### config.mk
export PLATFORM = sky130hd
export DESIGN_NAME = mrarm_ctrl
export DESIGN_NICKNAME = d
export VERILOG_FILES = /design/src/rtl/mrarm_pkg.sv /design/src/rtl/mrarm_ctrl.sv
export SDC_FILE = /design/constraint.sdc
export NUM_CORES = 1
export LEC_CHECK = 0
export ABC_AREA = 1
export BUFFER_PORTS_ARGS = -buffer_cell sky130_fd_sc_hd__buf_2
export CAP_MARGIN = 20
export CELL_PAD_IN_SITES_DETAIL_PLACEMENT = 1
export CELL_PAD_IN_SITES_GLOBAL_PLACEMENT = 1
export CORE_MARGIN = 2
export CORE_UTILIZATION = 27
export CTS_CLUSTER_SIZE = 24
export DETAILED_ROUTE_END_ITERATION = 10
export PLACE_DENSITY = 0.79
export SLEW_MARGIN = 20
export SYNTH_ARGS = -nofsm -noshare
export SYNTH_HDL_FRONTEND = slang
export SYNTH_SLANG_ARGS = --single-unit
### constraint.sdc
create_clock -name clk -period 1.7 [get_ports clk]
set_input_delay 0.34 -clock clk [delete_from_list [all_inputs] [get_ports clk]]
set_output_delay 0.34 -clock clk [all_outputs]
set_load 0.05 [all_outputs]
### src/rtl/mrarm_pkg.sv
// Shared types, constants and codes for the modular range add / range min block.
package mrarm_pkg;

    localparam int MAX_ELEMENTS_DEF = 1024;

    localparam int IDX_W     = 11;
    localparam int VAL_W     = 31;
    localparam int MOD_W     = 32;
    localparam int FUNC_W    = 2;
    localparam int CFG_IDX_W = 1;

    localparam logic [MOD_W-1:0] MOD_RESET   = 32'd1000000007;
    localparam logic [MOD_W-1:0] MOD_LIMIT   = 32'h8000_0000;
    localparam logic [MOD_W-1:0] MOD_FLOOR   = 32'd1;
    localparam int               COUNT_RESET = 1024;

    localparam logic [FUNC_W-1:0] FUNC_LOAD = 2'd0;
    localparam logic [FUNC_W-1:0] FUNC_ADD  = 2'd1;
    localparam logic [FUNC_W-1:0] FUNC_MIN  = 2'd2;

    localparam logic [CFG_IDX_W-1:0] REG_MODULUS = 1'b0;
    localparam logic [CFG_IDX_W-1:0] REG_COUNT   = 1'b1;

    typedef enum logic [2:0] {
        ST_IDLE,
        ST_DECODE,
        ST_ADDEND,
        ST_CHECK,
        ST_REDUCE,
        ST_APPLY
    } state_t;

    typedef enum logic [1:0] {
        RES_BAD,
        RES_EMPTY,
        RES_MIN
    } res_kind_t;

    typedef struct packed {
        logic      capture;
        logic      read_start;
        logic      step_next;
        logic      mem_write_load;
        logic      mem_write_add;
        logic      div_start;
        logic      div_from_rdata;
        logic      addend_from_opv;
        logic      addend_from_rem;
        logic      elem_from_rdata;
        logic      elem_from_rem;
        logic      best_init;
        logic      best_update;
        logic      emit;
        res_kind_t res_kind;
    } cmd_t;

    typedef struct packed {
        logic [FUNC_W-1:0] func;
        logic              bad_load;
        logic              bad_range;
        logic              empty;
        logic              opv_lt_m;
        logic              rdata_lt_m;
        logic              div_done;
        logic              last;
    } status_t;

endpackage

### src/rtl/mrarm_ctrl.sv
// Controller state machine: sequences each item over the element range.
module mrarm_ctrl
(
    input  logic                  clk,
    input  logic                  rst_n,
    input  logic                  in_valid,
    output logic                  in_ready,
    output logic                  out_valid,
    input  logic                  out_ready,
    input  mrarm_pkg::status_t    stat,
    output mrarm_pkg::cmd_t       cmd
);

    mrarm_pkg::state_t state_reg;
    mrarm_pkg::state_t state_next;
    logic              out_valid_reg;
    logic              out_valid_next;
    logic              out_free;

    assign out_free = !out_valid_reg || out_ready;

    always_comb
    begin
        state_next = state_reg;
        unique case (state_reg)
            mrarm_pkg::ST_IDLE:
            begin
                if (in_valid)
                begin
                    state_next = mrarm_pkg::ST_DECODE;
                end
            end
            mrarm_pkg::ST_DECODE:
            begin
                unique case (stat.func)
                    mrarm_pkg::FUNC_LOAD:
                    begin
                        if (!stat.bad_load || out_free)
                        begin
                            state_next = mrarm_pkg::ST_IDLE;
                        end
                    end
                    mrarm_pkg::FUNC_ADD:
                    begin
                        priority if (stat.bad_range)
                        begin
                            if (out_free)
                            begin
                                state_next = mrarm_pkg::ST_IDLE;
                            end
                        end
                        else if (stat.empty)
                        begin
                            state_next = mrarm_pkg::ST_IDLE;
                        end
                        else if (stat.opv_lt_m)
                        begin
                            state_next = mrarm_pkg::ST_CHECK;
                        end
                        else
                        begin
                            state_next = mrarm_pkg::ST_ADDEND;
                        end
                    end
                    mrarm_pkg::FUNC_MIN:
                    begin
                        if (stat.bad_range || stat.empty)
                        begin
                            if (out_free)
                            begin
                                state_next = mrarm_pkg::ST_IDLE;
                            end
                        end
                        else
                        begin
                            state_next = mrarm_pkg::ST_CHECK;
                        end
                    end
                    default:
                    begin
                        state_next = mrarm_pkg::ST_IDLE;
                    end
                endcase
            end
            mrarm_pkg::ST_ADDEND:
            begin
                if (stat.div_done)
                begin
                    state_next = mrarm_pkg::ST_CHECK;
                end
            end
            mrarm_pkg::ST_CHECK:
            begin
                state_next = stat.rdata_lt_m ? mrarm_pkg::ST_APPLY : mrarm_pkg::ST_REDUCE;
            end
            mrarm_pkg::ST_REDUCE:
            begin
                if (stat.div_done)
                begin
                    state_next = mrarm_pkg::ST_APPLY;
                end
            end
            mrarm_pkg::ST_APPLY:
            begin
                priority if (!stat.last)
                begin
                    state_next = mrarm_pkg::ST_CHECK;
                end
                else if (stat.func != mrarm_pkg::FUNC_MIN || out_free)
                begin
                    state_next = mrarm_pkg::ST_IDLE;
                end
            end
            default:
            begin
                state_next = mrarm_pkg::ST_IDLE;
            end
        endcase
    end

    always_comb
    begin
        cmd          = '0;
        cmd.res_kind = mrarm_pkg::RES_MIN;
        unique case (state_reg)
            mrarm_pkg::ST_IDLE:
            begin
                cmd.capture = in_valid;
            end
            mrarm_pkg::ST_DECODE:
            begin
                unique case (stat.func)
                    mrarm_pkg::FUNC_LOAD:
                    begin
                        if (!stat.bad_load)
                        begin
                            cmd.mem_write_load = 1'b1;
                        end
                        else
                        begin
                            cmd.emit     = out_free;
                            cmd.res_kind = mrarm_pkg::RES_BAD;
                        end
                    end
                    mrarm_pkg::FUNC_ADD:
                    begin
                        priority if (stat.bad_range)
                        begin
                            cmd.emit     = out_free;
                            cmd.res_kind = mrarm_pkg::RES_BAD;
                        end
                        else if (!stat.empty)
                        begin
                            cmd.read_start      = 1'b1;
                            cmd.addend_from_opv = stat.opv_lt_m;
                            cmd.div_start       = !stat.opv_lt_m;
                        end
                    end
                    mrarm_pkg::FUNC_MIN:
                    begin
                        priority if (stat.bad_range)
                        begin
                            cmd.emit     = out_free;
                            cmd.res_kind = mrarm_pkg::RES_BAD;
                        end
                        else if (stat.empty)
                        begin
                            cmd.emit     = out_free;
                            cmd.res_kind = mrarm_pkg::RES_EMPTY;
                        end
                        else
                        begin
                            cmd.read_start = 1'b1;
                            cmd.best_init  = 1'b1;
                        end
                    end
                    default:
                    begin
                        cmd.capture = 1'b0;
                    end
                endcase
            end
            mrarm_pkg::ST_ADDEND:
            begin
                cmd.addend_from_rem = stat.div_done;
            end
            mrarm_pkg::ST_CHECK:
            begin
                cmd.elem_from_rdata = stat.rdata_lt_m;
                cmd.div_start       = !stat.rdata_lt_m;
                cmd.div_from_rdata  = 1'b1;
            end
            mrarm_pkg::ST_REDUCE:
            begin
                cmd.elem_from_rem = stat.div_done;
            end
            mrarm_pkg::ST_APPLY:
            begin
                cmd.mem_write_add = stat.func == mrarm_pkg::FUNC_ADD;
                cmd.best_update   = stat.func == mrarm_pkg::FUNC_MIN;
                cmd.step_next     = !stat.last;
                cmd.emit          = stat.last && stat.func == mrarm_pkg::FUNC_MIN && out_free;
                cmd.res_kind      = mrarm_pkg::RES_MIN;
            end
            default:
            begin
                cmd.capture = 1'b0;
            end
        endcase
    end

    always_comb
    begin
        priority if (cmd.emit)
        begin
            out_valid_next = 1'b1;
        end
        else if (out_ready)
        begin
            out_valid_next = 1'b0;
        end
        else
        begin
            out_valid_next = out_valid_reg;
        end
    end

    always_ff @(posedge clk or negedge rst_n)
    begin
        if (!rst_n)
        begin
            state_reg     <= mrarm_pkg::ST_IDLE;
            out_valid_reg <= 1'b0;
        end
        else
        begin
            state_reg     <= state_next;
            out_valid_reg <= out_valid_next;
        end
    end

    assign in_ready  = state_reg == mrarm_pkg::ST_IDLE;
    assign out_valid = out_valid_reg;

endmodule

==> metrics <==
status finished, violations left; failing checks setup timing; pin count of the biggest net entering global routing 7; worst slew pin tran 0.2535 ns; total CTS buffers 3; Clock transition at path regs about 0.04 ns; initial antenna violation count 0; CP required 1.36 ns; RSZ-0062 raised after global routing yes; vias in the first global route 959; Clk Tree Root Cell clkbuf_4; Via density 5.081; DR iter-0 viols 19; # setup viols final 16; ant diodes 0; Hold Path Class in -> async; clk_lat worst skew 0.24 ns; Placed Area between 800 and 900 µm²; remaining antenna violation count after routing 0; Post-Route WL ~3800 µm; worst path arrival time 1.56 ns; Min Clock Period, post-route 1.896 ns; Final Cycle Share 111.6%; Core Area 1982 µm²; Post-DP HPWL 1864 µm; ys async rst share 100.0%; final slew viol count 0; fin area 1257 µm²; final hold violations 0; Nets 177; maximum clock path buffer count 2; syn nets 119; setup slack after layout -0.1965 ns; Max-slew headroom about 83%; number of library cell types mapped by synthesis 21; max_cap viols 0; CP Launch Type input pin; DR WL/cell 20.59 µm; TNS Setup -1.435 ns; Total GRT Usage 22.52%; Primary FF master, synth dfrtp_1; Clock Skews 0.009895 ns; Post-Syn Area 569.3 µm²; synth warn 0; H-tree lvl count 1; global-route wire length before repair approximately 4300 µm; Fmax 527.3 MHz; Via Count 940; Starting Density roughly 29%; I/O Buffers 30; CP Capture Type output pin; Leakage 0.6679 nW; Post-synth EDFFs 0; fraction of layout cells with a size suffix above 1 ~56%; Die Width ~50 µm; Placed Cells 173; routability congestion estimate between 0.8 and 0.9; Tot Pwr 0.001669 W; final std cells w/o fill 185; row cnt 16; DRC errors left 0; max reg flops 3; synthesized flop and latch total 4; worst-path fanout max 3; TritonCTS Sinks 4; CTS tree done; full die area 2492 µm²; share of the synthesized area in the top cell type 20.44%; Fillers 246; ranking of synthesized cells by area nand2_1 20%, dfrtp_1 18%, inv_1 13%; DRT Pass-1 Iters 4; PD cells 1327 nW/µm²; Mapped Cells 102; chip height ~50 µm; maximum VDD drop between 900 and 1000 µV; Area Growth Syn to Fin 120.9%; Ports 31; sequential-to-total area share from yosys stat 17.58%; Avg Cell Area, Syn around 5.6 µm²; WS Path Type in -> out; global route overflow 0; Synth area leader nand2_1
-- area by class of cell --
| class | instances | area, µm² | area share (%) |
|---|---|---|---|
| clock buffer | 3 | 22.52 | 1.791 |
| sequential | 4 | 100.1 | 7.960 |
| inverter | 23 | 93.84 | 7.463 |
| tap | 27 | 33.78 | 2.687 |
| multi-input combinational | 74 | 556.8 | 44.28 |
| timing repair buffer | 54 | 450.4 | 35.82 |
-- final timing paths --
path	startpoint	to	slack, ns	cells past startpoint
min in group clk	out_ready	out_valid	0.44	4
max reg2reg	state_reg[1]	state_reg[0]	-0.02	10
max in group asynchronous	rst_n	out_valid	1.12	2
min	rst_n	state_reg[1]	0.44	2
min reg2reg	out_valid	out_valid	0.55	2
max	stat[7]	cmd[2]	-0.20	9
-- placed cells by master (no fill, tap or decap), types with 2 or more instances in the layout --
| cell | n |
|---|---|
| inv_1 | 18 |
| inv_2 | 4 |
| nand3_4 | 3 |
| buf_8 | 4 |
| nor2_2 | 4 |
| buf_2 | 13 |
| nor2_1 | 6 |
| clkbuf_4 | 3 |
| nand2_1 | 29 |
| ha_1 | 2 |
| nor2_4 | 8 |
| dfrtp_1 | 4 |
| nand2_4 | 2 |
| buf_4 | 24 |
| buf_6 | 12 |
| nand3_1 | 5 |
| nor3_4 | 2 |
-- report_power, final --
group | total [W] | internal, W | switching (W)
sequential | 0.000159 | 0.000130 | 0.0000295
clock | 0.000122 | 0.0000792 | 0.0000428
combinational | 0.00139 | 0.000497 | 0.000890
-- synthesized netlist by cell type (2+ instances only) --
master	instances
nand2_1	31
inv_1	19
nor2_1	16
nand3_1	9
dfrtp_1	4
ha_1	4
inv_2	4
nor3_1	2
-- routing by layer --
metal | up-vias | wire length [µm] | track usage, %
met5 | - | 0 | 0
met4 | 0 | 74 | 6.481
met3 | 7 | 133 | 5.152
met2 | 28 | 1934 | 39.56
met1 | 477 | 1666 | 27.07
li1 | 428 | - | -
-- what timing repair did --
item	in CTS	in global routing
gates resized for setup	33	43
hold buffers	1	0
pin swaps	5	8
endpoints found under the setup margin	14	15
cloned	0	0
endpoints found under the hold margin	4	0
buffers inserted	3	6
-- cell families (layout without fill, tap and decap cells) --
group | count (synthesis) | after routing | synth area share (%)
flops | 4 | 4 | 17.58
simple gates | 63 | 63 | 47.91
compound gates | 7 | 7 | 9.231
buf+inv | 24 | 80 | 16.48
fa+ha+maj | 4 | 4 | 8.792
-- per-stage QoR --
stage | setup WS (ns) | utilization, % | hold slack, ns
6_report | -0.1965 | 63.45 | 0.4389
5_1_grt | -0.2785 | 63.45 | 0.4644
4_1_cts | -0.1564 | 52.27 | 0.4254
3_5_place_dp | -0.1248 | 44.63 | 0.1478
3_3_place_gp | -0.08726 | 44.63 | 0.1438
2_1_floorplan | -0.3086 | - | 0.04441
-- critical path, stage by stage --
cell     delay [ns]
buf_2          0.14
inv_1          0.08
ha_2           0.21
inv_1          0.10
nand2_1        0.10
a21oi_1        0.19
o21a_1         0.19
nor2_2         0.04
buf_6          0.15
Power figures use the tool's default switching activity.
